`src/fwc_pkg.sv`:
```
// ----------------------------------------------------------------------------
// fwc_pkg
// Shared widths, constants and types of the field weakening current unit.
// ----------------------------------------------------------------------------
package fwc_pkg;

    localparam int StartW   = 31;       // start speed, unsigned Q15.16
    localparam int MaxW     = 28;       // weakening limit in uA
    localparam int SpeedW   = 32;       // signed Q16.16 speed
    localparam int DtW      = 17;       // step time in us
    localparam int OutW     = 29;       // signed current reference
    localparam int ProdW    = MaxW + StartW;
    localparam int DivSteps = MaxW;     // quotient is below the limit
    localparam int CntW     = $clog2(DivSteps);
    localparam int AddrW    = 3;
    localparam int DataW    = 32;

    localparam logic [DtW-1:0] StepMaxUs = DtW'(100000);

    // register index, taken from paddr[2]
    localparam logic RegStartSpeed = 1'b0;
    localparam logic RegMaxWeak    = 1'b1;

    typedef enum logic [1:0] {
        S_IDLE,
        S_MUL,
        S_DIV,
        S_FIN
    } t_state;

    typedef struct packed {
        logic [StartW-1:0] start_speed;
        logic [MaxW-1:0]   max_weak;
    } t_cfg;

    typedef struct packed {
        logic load;
        logic mul;
        logic div_step;
        logic finish;
    } t_cmd;

    typedef struct packed {
        logic need_div;
    } t_status;

endpackage

```
`src/fwc_if.sv`:
```
// ----------------------------------------------------------------------------
// fwc_if
// Valid/ready channels of the field weakening current unit.
// ----------------------------------------------------------------------------
interface fwc_in_if;
    logic                                valid;
    logic                                ready;
    logic                                op;
    logic signed [fwc_pkg::SpeedW-1:0]   speed;
    logic                                volt_sat;
    logic        [fwc_pkg::DtW-1:0]      step_time_us;

    modport source (output valid, op, speed, volt_sat, step_time_us,
                    input ready);
    modport sink   (input valid, op, speed, volt_sat, step_time_us,
                    output ready);
endinterface

interface fwc_out_if;
    logic                              valid;
    logic                              ready;
    logic signed [fwc_pkg::OutW-1:0]   d_current_ua;
    logic                              step_applied;

    modport source (output valid, d_current_ua, step_applied, input ready);
    modport sink   (input valid, d_current_ua, step_applied, output ready);
endinterface

```
`src/fwc_regs.sv`:
```
// ----------------------------------------------------------------------------
// fwc_regs
// APB configuration registers: start speed and weakening current limit.
// ----------------------------------------------------------------------------
module fwc_regs (
    input  logic                        i_clk,
    input  logic                        i_rst_n,
    input  logic                        psel,
    input  logic                        penable,
    input  logic                        pwrite,
    input  logic [fwc_pkg::AddrW-1:0]   paddr,
    input  logic [fwc_pkg::DataW-1:0]   pwdata,
    output logic [fwc_pkg::DataW-1:0]   prdata,
    output logic                        pready,
    output fwc_pkg::t_cfg               o_cfg
);

    fwc_pkg::t_cfg r_cfg;
    logic          wr_en;

    assign wr_en = psel && penable && pwrite;

    always_ff @(posedge i_clk) begin
        if (!i_rst_n) begin
            r_cfg <= '0;
        end else if (wr_en) begin
            unique case (paddr[2])
                fwc_pkg::RegStartSpeed: r_cfg.start_speed <= pwdata[fwc_pkg::StartW-1:0];
                fwc_pkg::RegMaxWeak:    r_cfg.max_weak    <= pwdata[fwc_pkg::MaxW-1:0];
                default: ;
            endcase
        end
    end

    always_comb begin
        unique case (paddr[2])
            fwc_pkg::RegStartSpeed: prdata = fwc_pkg::DataW'(r_cfg.start_speed);
            fwc_pkg::RegMaxWeak:    prdata = fwc_pkg::DataW'(r_cfg.max_weak);
            default:                prdata = '0;
        endcase
    end

    assign pready = 1'b1;
    assign o_cfg  = r_cfg;

endmodule

```
`src/fwc_ctrl.sv`:
```
// ----------------------------------------------------------------------------
// fwc_ctrl
// Sequencer: capture, multiply, restoring divide, finish and output handoff.
// ----------------------------------------------------------------------------
module fwc_ctrl (
    input  logic              i_clk,
    input  logic              i_rst_n,
    input  logic              i_in_valid,
    output logic              o_in_ready,
    input  logic              i_out_ready,
    output logic              o_out_valid,
    input  fwc_pkg::t_status  i_status,
    output fwc_pkg::t_cmd     o_cmd
);

    fwc_pkg::t_state            r_state, n_state;
    logic [fwc_pkg::CntW-1:0]   r_cnt, n_cnt;
    logic                       r_out_valid, n_out_valid;
    logic                       div_last;
    logic                       slot_free;

    assign div_last  = (r_cnt == fwc_pkg::CntW'(fwc_pkg::DivSteps - 1));
    assign slot_free = !r_out_valid || i_out_ready;

    // next state
    always_comb begin
        n_state = r_state;
        unique case (r_state)
            fwc_pkg::S_IDLE: if (i_in_valid) n_state = fwc_pkg::S_MUL;
            fwc_pkg::S_MUL:  n_state = i_status.need_div ? fwc_pkg::S_DIV : fwc_pkg::S_FIN;
            fwc_pkg::S_DIV:  if (div_last) n_state = fwc_pkg::S_FIN;
            fwc_pkg::S_FIN:  if (slot_free) n_state = fwc_pkg::S_IDLE;
            default:         n_state = fwc_pkg::S_IDLE;
        endcase
    end

    // outputs and counter
    always_comb begin
        o_cmd       = '0;
        o_in_ready  = 1'b0;
        n_cnt       = r_cnt;
        n_out_valid = r_out_valid && !i_out_ready;
        unique case (r_state)
            fwc_pkg::S_IDLE: begin
                o_in_ready = 1'b1;
                o_cmd.load = i_in_valid;
            end
            fwc_pkg::S_MUL: begin
                o_cmd.mul = 1'b1;
                n_cnt     = '0;
            end
            fwc_pkg::S_DIV: begin
                o_cmd.div_step = 1'b1;
                n_cnt          = r_cnt + 1'b1;
            end
            fwc_pkg::S_FIN: begin
                o_cmd.finish = slot_free;
                if (slot_free) n_out_valid = 1'b1;
            end
            default: ;
        endcase
    end

    always_ff @(posedge i_clk) begin
        if (!i_rst_n) begin
            r_state     <= fwc_pkg::S_IDLE;
            r_cnt       <= '0;
            r_out_valid <= 1'b0;
        end else begin
            r_state     <= n_state;
            r_cnt       <= n_cnt;
            r_out_valid <= n_out_valid;
        end
    end

    assign o_out_valid = r_out_valid;

endmodule

```
`src/fwc_dp.sv`:
```
// ----------------------------------------------------------------------------
// fwc_dp
// Datapath: speed magnitude, limit x excess product, shift-subtract divider,
// integrator update, clamp and minimum, output register.
// ----------------------------------------------------------------------------
module fwc_dp (
    input  logic                               i_clk,
    input  logic                               i_rst_n,
    input  fwc_pkg::t_cfg                      i_cfg,
    input  fwc_pkg::t_cmd                      i_cmd,
    output fwc_pkg::t_status                   o_status,
    input  logic                               i_op,
    input  logic signed [fwc_pkg::SpeedW-1:0]  i_speed,
    input  logic                               i_volt_sat,
    input  logic        [fwc_pkg::DtW-1:0]     i_step_time_us,
    output logic signed [fwc_pkg::OutW-1:0]    o_d_current_ua,
    output logic                               o_step_applied
);

    localparam int SW = fwc_pkg::SpeedW;
    localparam int QW = fwc_pkg::MaxW;
    localparam int RW = fwc_pkg::StartW;

    logic                                r_op;
    logic                                r_sat;
    logic        [fwc_pkg::DtW-1:0]      r_dt;
    logic        [SW-1:0]                r_mag;
    logic        [RW-1:0]                r_rem;
    logic        [QW-1:0]                r_quo;
    logic signed [fwc_pkg::OutW-1:0]     r_integ;
    logic signed [fwc_pkg::OutW-1:0]     r_d_out;
    logic                                r_applied;

    logic [SW-1:0]             start_ext;
    logic [SW-1:0]             excess;
    logic                      mag_gt;
    logic                      exc_ge;
    logic                      dt_ok;
    logic                      disabled;
    logic [fwc_pkg::ProdW-1:0] prod;
    logic [SW-1:0]             trial;
    logic [SW-1:0]             diff;
    logic                      trial_ge;

    logic        [23:0]        dec;
    logic        [20:0]        rise;
    logic signed [31:0]        base;
    logic signed [31:0]        v_step;
    logic signed [31:0]        v_clamp;
    logic signed [31:0]        lo;
    logic signed [31:0]        lin;
    logic signed [31:0]        res;

    assign start_ext = SW'(i_cfg.start_speed);
    assign excess    = r_mag - start_ext;
    assign mag_gt    = r_mag > start_ext;
    assign exc_ge    = excess >= start_ext;
    assign dt_ok     = (r_dt != '0) && (r_dt <= fwc_pkg::StepMaxUs);
    assign disabled  = r_op || (i_cfg.max_weak == '0);

    assign o_status.need_div = !disabled && dt_ok && (i_cfg.start_speed != '0)
                               && mag_gt && !exc_ge;

    // excess is below start speed whenever the product is used
    assign prod = fwc_pkg::ProdW'(i_cfg.max_weak) * fwc_pkg::ProdW'(excess[RW-1:0]);

    // one quotient bit per step
    assign trial    = {r_rem, r_quo[QW-1]};
    assign trial_ge = trial >= start_ext;
    assign diff     = trial - start_ext;

    // integrator: -100 uA/us when saturated, +10 uA/us while negative
    assign dec  = 24'({r_dt, 6'b0}) + 24'({r_dt, 5'b0}) + 24'({r_dt, 2'b0});
    assign rise = 21'({r_dt, 3'b0}) + 21'({r_dt, 1'b0});
    assign base = 32'(r_integ);
    assign lo   = -$signed({4'b0, i_cfg.max_weak});

    always_comb begin
        if (r_sat) begin
            v_step = base - $signed({8'b0, dec});
        end else if (base < 0) begin
            v_step = base + $signed({11'b0, rise});
        end else begin
            v_step = base;
        end
        if (v_step < lo) begin
            v_clamp = lo;
        end else if (v_step > 0) begin
            v_clamp = '0;
        end else begin
            v_clamp = v_step;
        end
    end

    always_comb begin
        if ((i_cfg.start_speed == '0) || !mag_gt) begin
            lin = '0;
        end else if (exc_ge) begin
            lin = lo;
        end else begin
            lin = -$signed({4'b0, r_quo});
        end
        res = (lin < v_clamp) ? lin : v_clamp;
    end

    always_ff @(posedge i_clk) begin
        if (i_cmd.load) begin
            r_op  <= i_op;
            r_sat <= i_volt_sat;
            r_dt  <= i_step_time_us;
            r_mag <= i_speed[SW-1] ? (SW'(0) - i_speed) : i_speed;
        end
        if (i_cmd.mul) begin
            r_rem <= prod[fwc_pkg::ProdW-1:QW];
            r_quo <= prod[QW-1:0];
        end else if (i_cmd.div_step) begin
            r_rem <= trial_ge ? diff[RW-1:0] : trial[RW-1:0];
            r_quo <= {r_quo[QW-2:0], trial_ge};
        end
        if (i_cmd.finish) begin
            if (disabled || !dt_ok) begin
                r_d_out   <= '0;
                r_applied <= 1'b0;
            end else begin
                r_d_out   <= res[fwc_pkg::OutW-1:0];
                r_applied <= 1'b1;
            end
        end
    end

    always_ff @(posedge i_clk) begin
        if (!i_rst_n) begin
            r_integ <= '0;
        end else if (i_cmd.finish) begin
            if (disabled) begin
                r_integ <= '0;
            end else if (dt_ok) begin
                r_integ <= v_clamp[fwc_pkg::OutW-1:0];
            end
        end
    end

    assign o_d_current_ua = r_d_out;
    assign o_step_applied = r_applied;

endmodule

```
`src/field_weakening_current_reference_unit.sv`:
```
// ----------------------------------------------------------------------------
// field_weakening_current_reference_unit
// Negative d-axis current reference from speed, voltage saturation and step.
// ----------------------------------------------------------------------------
// Usage:
//   i_in   : one transaction per control step (op, speed, volt_sat,
//            step_time_us). Accepted only while the sequencer is idle.
//   o_out  : one transaction per input (d_current_ua, step_applied).
//   APB    : start_speed at 0x0, max_weakening_ua at 0x4; write only while
//            no transaction is in flight. pready is tied high.
// Sequence:
//   A step that needs the linear ratio passes one multiply, 28
//   restoring-divide iterations (one quotient bit per cycle through a
//   single subtractor) and one finish before o_out goes valid.
//   Clear, disabled, invalid step time or a saturated/zero linear term skip
//   the divider and go from multiply straight to finish. A new input is
//   taken in the cycle after finish at the earliest: one step at a time.
// Stall: the result sits in the output register; the next input is still
//   accepted and computed, then waits in finish until o_out is taken.
// Reset: configuration, integrator and all control state cleared; no
//   output transaction pending.
// ----------------------------------------------------------------------------
module field_weakening_current_reference_unit (
    input  logic                        i_clk,
    input  logic                        i_rst_n,
    fwc_in_if.sink                      i_in,
    fwc_out_if.source                   o_out,
    input  logic                        psel,
    input  logic                        penable,
    input  logic                        pwrite,
    input  logic [fwc_pkg::AddrW-1:0]   paddr,
    input  logic [fwc_pkg::DataW-1:0]   pwdata,
    output logic [fwc_pkg::DataW-1:0]   prdata,
    output logic                        pready
);

    fwc_pkg::t_cfg    cfg;
    fwc_pkg::t_cmd    cmd;
    fwc_pkg::t_status status;

    // configuration space
    fwc_regs u_regs (
        .i_clk   (i_clk),
        .i_rst_n (i_rst_n),
        .psel    (psel),
        .penable (penable),
        .pwrite  (pwrite),
        .paddr   (paddr),
        .pwdata  (pwdata),
        .prdata  (prdata),
        .pready  (pready),
        .o_cfg   (cfg)
    );

    // sequencer owns the handshakes and the divide counter
    fwc_ctrl u_ctrl (
        .i_clk       (i_clk),
        .i_rst_n     (i_rst_n),
        .i_in_valid  (i_in.valid),
        .o_in_ready  (i_in.ready),
        .i_out_ready (o_out.ready),
        .o_out_valid (o_out.valid),
        .i_status    (status),
        .o_cmd       (cmd)
    );

    // arithmetic, integrator state and output payload register
    fwc_dp u_dp (
        .i_clk          (i_clk),
        .i_rst_n        (i_rst_n),
        .i_cfg          (cfg),
        .i_cmd          (cmd),
        .o_status       (status),
        .i_op           (i_in.op),
        .i_speed        (i_in.speed),
        .i_volt_sat     (i_in.volt_sat),
        .i_step_time_us (i_in.step_time_us),
        .o_d_current_ua (o_out.d_current_ua),
        .o_step_applied (o_out.step_applied)
    );

endmodule

```
`src/flat_wrapper.sv`:
```
// flat-port wrapper written by rule: the top's interface ports become plain ports
module field_weakening_current_reference_unit_flat 
  (i_clk, i_rst_n, psel, penable, pwrite, paddr, pwdata, prdata, pready, i_in_valid, i_in_op, i_in_speed, i_in_volt_sat, i_in_step_time_us, i_in_ready, o_out_valid, o_out_d_current_ua, o_out_step_applied, o_out_ready);
  fwc_in_if i_in_i ();
  fwc_out_if o_out_i ();
  input  logic i_clk;
  input  logic i_rst_n;
  input  logic psel;
  input  logic penable;
  input  logic pwrite;
  input  logic [fwc_pkg::AddrW-1:0] paddr;
  input  logic [fwc_pkg::DataW-1:0] pwdata;
  output logic [fwc_pkg::DataW-1:0] prdata;
  output logic pready;
  input wire logic [$bits(i_in_i.valid)-1:0] i_in_valid;
  input wire logic [$bits(i_in_i.op)-1:0] i_in_op;
  input wire logic [$bits(i_in_i.speed)-1:0] i_in_speed;
  input wire logic [$bits(i_in_i.volt_sat)-1:0] i_in_volt_sat;
  input wire logic [$bits(i_in_i.step_time_us)-1:0] i_in_step_time_us;
  output wire logic [$bits(i_in_i.ready)-1:0] i_in_ready;
  output wire logic [$bits(o_out_i.valid)-1:0] o_out_valid;
  output wire logic [$bits(o_out_i.d_current_ua)-1:0] o_out_d_current_ua;
  output wire logic [$bits(o_out_i.step_applied)-1:0] o_out_step_applied;
  input wire logic [$bits(o_out_i.ready)-1:0] o_out_ready;
  assign i_in_i.valid = i_in_valid;
  assign i_in_i.op = i_in_op;
  assign i_in_i.speed = i_in_speed;
  assign i_in_i.volt_sat = i_in_volt_sat;
  assign i_in_i.step_time_us = i_in_step_time_us;
  assign i_in_ready = i_in_i.ready;
  assign o_out_valid = o_out_i.valid;
  assign o_out_d_current_ua = o_out_i.d_current_ua;
  assign o_out_step_applied = o_out_i.step_applied;
  assign o_out_i.ready = o_out_ready;
  field_weakening_current_reference_unit u_core (.i_clk(i_clk), .i_rst_n(i_rst_n), .i_in(i_in_i), .o_out(o_out_i), .psel(psel), .penable(penable), .pwrite(pwrite), .paddr(paddr), .pwdata(pwdata), .prdata(prdata), .pready(pready));
endmodule
```
`config.mk`:
```
export PLATFORM = sky130hd
export DESIGN_NAME = field_weakening_current_reference_unit_flat
export DESIGN_NICKNAME = d
export VERILOG_FILES = /design/src/fwc_pkg.sv /design/src/fwc_if.sv /design/src/fwc_regs.sv /design/src/fwc_ctrl.sv /design/src/fwc_dp.sv /design/src/field_weakening_current_reference_unit.sv /design/src/flat_wrapper.sv
export SDC_FILE = /design/constraint.sdc
export NUM_CORES = 2
export LEC_CHECK = 0
export BUFFER_PORTS_ARGS = -buffer_cell sky130_fd_sc_hd__buf_2
export CAP_MARGIN = 30
export CORE_ASPECT_RATIO = 0.8
export CORE_UTILIZATION = 65
export DETAILED_ROUTE_END_ITERATION = 8
export GPL_ROUTABILITY_DRIVEN = 0
export PLACE_DENSITY = 0.83
export REMOVE_ABC_BUFFERS = 1
export SKIP_CTS_REPAIR_TIMING = 1
export SLEW_MARGIN = 20
export SYNTH_ARGS = -nofsm -noshare
export SYNTH_HDL_FRONTEND = slang
export SYNTH_HIERARCHICAL = 1
export SYNTH_SLANG_ARGS = --single-unit
```
`constraint.sdc`:
```
create_clock -name i_clk -period 13.1 [get_ports i_clk]
set_input_delay 1.965 -clock i_clk [delete_from_list [all_inputs] [get_ports i_clk]]
set_output_delay 1.965 -clock i_clk [all_outputs]
set_load 0.01 [all_outputs]
```
==> results.py <==
metrics = {
    "yosys": {
        "ys_seq_elements": 236,
        "yosys.area.top_type": "fa_1",
        "yosysMostFrequentCell": "inv_1",
        "synth_edf_count": 140,
        "synth_top_area_share_pct": 31.1,
        "ys_warn_count": 6,
        "synth_commonest_cells": "inv_1 (944), nand2_1 (938), fa_1 (770), ha_1 (474), clkbuf_1 (276)",
        "netlist_area_sq_um": 49600,
        "synthTopCellsByArea": "fa_1 (31%), ha_1 (12%), edfxtp_1 (8.5%)",
        "ys_async_sr_fraction_pct": 0,
        "syn_inst": 5712,
        "syn_area_per_cell_sq_um": 8.69,
        "ys_seq_area_share_pct": 12.3,
        "ys.flop_type": "edfxtp_1",
        "synth.distinct_cells": 87,
    },
    "final_layout": {
        "multi_input_area_sq_um": 38900,
        "n_fill_cell": 5782,
        "register_area_sq_um": 6130,
        "fin_nets": 7015,
        "area_growth_pct": 5.51,
        "drive_above_1_share_pct": 7.35,
    },
    "clock_network": {
        "root_buffer": "clkbuf_16",
        "insertion_delay_ps": 600,
        "cts_tree": "done",
        "cts-htree-levels": 1,
        "path_clk_slew_ps": 70,
        "cts_made_buffers": 29,
        "clockBufferDepth": 3,
        "clkSinkCount": 236,
    },
    "setup_path": {
        "worst_path_most_repeated_cell": "fa_1",
        "crit_arrival_ps": 12410,
        "cpPeakStageDelay_ps": 900,
        "crit_buf_inv": 6,
        "path_delay_family": "adder cells",
        "worstPathRequired_ps": 13410,
        "path_class": "reg -> reg",
        "slowest_stage": "nor4_1",
        "cp_max_fo": 21,
        "end_kind": "register",
        "critPathLaunchType": "register",
    },
    "pwr": {
        "leakage_nw": 24.6,
        "vdd_drop_max_mv": 0.192,
        "p_per_area_nw_per_um2": 141,
    },
    "floorplan": {
        "row_count": 90,
        "die_w_um": 311,
        "fp.dieH_um": 249,
        "die_area_sq_um": 77500,
        "pin_count": 158,
        "core_area_sq_um": 75400,
        "start_util_pct": 65.8,
    },
    "place": {
        "port_buffers": 152,
        "dp_hpwl_mm": 106,
    },
    "timing": {
        "hold_violations": 0,
        "slew_headroom_pct": 23.4,
        "setup_tns_ps": 0,
        "slew_viol_final": 0,
        "final.setup_skew_ps": 25.0,
        "worst_slew_pin_slew_ps": 1140,
        "max_freq_mhz": 82.6,
        "whs_ps": 468,
        "finalCritPeriodShare_pct": 92.4,
        "period_needed_ps": 12100,
        "grt_setup_unrepaired": "false",
        "finalSetupViolations": 0,
    },
    "route": {
        "drt_iter0_drc": 4408,
        "dr.pass1.iters": 9,
        "route.detailed.drc": 3,
        "viasPerCell": 6.23,
        "wl_mm": 144,
        "wl_per_cell_um": 21.4,
        "drtAntennaViolNets": 0,
        "vias": 41821,
    },
    "min_path": {
        "min_path_type": "reg -> reg",
    },
    "run_status": {
        "outcome": "finished with violations",
        "violations": "DRC",
    },
    "global_route": {
        "antenna_found_initial": 4,
        "grt_first_pass_wirelength_mm": 229,
        "grt_max_degree": 76,
        "overflow": 0,
        "grtUsageTotal_pct": 37.6,
        "grt_pass1_vias": 42418,
    },
    "job": {
        "max-cap-violations": 0,
    },
}
power by group:
group / switching [mW] / total (mW) / internal (mW)
Sequential: 0.149 / 1.21 / 1.06
Clock: 0.361 / 0.837 / 0.476
Combinational: 3.44 / 5.33 / 1.89
path summary, 6_finish.rpt:
| check | start | depth (start not counted) | to | slack (ps) |
|---|---|---|---|---|
| worst max-delay path | u_core/u_regs/o_cfg[31] | 37 | u_core/u_dp/r_rem[30] | 1000 |
| worst min-delay path | u_core/u_regs/o_cfg[19] | 2 | u_core/u_regs/o_cfg[19] | 470 |
| worst max register to register | u_core/u_regs/o_cfg[31] | 37 | u_core/u_dp/r_rem[30] | 1000 |
| worst min register to register | u_core/u_regs/o_cfg[19] | 2 | u_core/u_regs/o_cfg[19] | 470 |
cell families (layout without fill, tap and decap cells):
kind of cell | Yosys count | count (layout) | share of synthesized area, %
XOR/XNOR | 250 | 250 | 4.41
AO/OA/AOI/OAI | 820 | 820 | 10.9
multiplexers | 164 | 164 | 3.47
AND/OR/NAND/NOR | 1741 | 1741 | 16.1
buffers and inverters | 1255 | 1243 | 9.74
adder cells (fa/ha/maj) | 1244 | 1244 | 43.0
flip-flops | 236 | 236 | 12.3
other | 2 | 5 | 0.0151
tightest hold or removal path, delay by kind of cell, from the launching register on:
family / cells / cell delay (ps)
muxes: 1 / 60
DFF: 1 / 310
and+or+nand+nor: 1 / 50
cell type report:
cell class | count | area share, %
diodes | 3 | 0.0143
clock buffers | 37 | 1.52
clock inverters | 16 | 0.325
inverters | 946 | 6.78
multi-input cells | 4221 | 74.4
flip-flops and latches | 236 | 11.7
well taps | 1012 | 2.42
repair buffers | 244 | 2.85
state kept, by name, summed over array words and instances (netlist names):
register,cells
u_core/u_regs/o_cfg,59
u_core/u_dp/r_mag,32
u_core/u_dp/r_rem,31
u_core/u_dp/o_d_current_ua,29
u_core/u_dp/r_integ,29
u_core/u_dp/r_quo,28
u_core/u_dp/r_dt,17
u_core/u_ctrl/r_cnt,5
u_core/u_ctrl/r_state,2
u_core/u_ctrl/o_out_valid,1
u_core/u_dp/o_step_applied,1
u_core/u_dp/r_op,1
u_core/u_dp/r_sat,1
metrics by stage:
stage          total power, mW  std cells  worst slack, ps  instance area (sq um)  util (%)
2_1_floorplan             4.72       5403              831                  48300         -
3_3_place_gp              6.12       6653             1490                  51300      68.0
3_5_place_dp              6.29       6655             1460                  51300      68.0
4_1_cts                   7.15       6708             1430                  52300      69.3
5_1_grt                   7.85       6712              550                  52300      69.4
6_report                  7.37       6715              998                  52400      69.4
cell usage in the layout (no fill, tap or decap), types with 23 or more instances in the layout:
master	synthesis	layout
clkbuf_16	0	31
edfxtp_1	140	140
nor4_1	32	32
a21oi_1	245	245
dfxtp_1	96	95
nor2b_1	55	54
o21bai_1	33	33
mux2_2	63	63
a22o_1	26	26
and3_1	36	36
a31oi_1	24	24
ha_1	474	473
mux2i_1	101	100
buf_4	7	88
and2_1	194	193
nand2_1	938	937
fa_1	770	770
xor2_1	81	75
inv_1	944	944
o21a_1	32	32
nor3_1	60	60
xnor2_1	169	148
nand4_1	48	48
o31ai_1	23	23
a21o_1	98	98
a211oi_1	56	56
nand3_1	46	46
nor2_1	216	214
o21ai_0	131	131
buf_2	9	151
nand2b_1	33	33
metal layers:
metal | vias up | GRT usage, % | routed length, um
met4 | 4 | 16.1 | 7470
met3 | 625 | 9.73 | 18300
met5 | - | 0 | 25
met2 | 2554 | 59.4 | 64400
met1 | 20311 | 49.1 | 53500
li1 | 18327 | - | -
No activity file was read; power rests on OpenSTA's default activity.
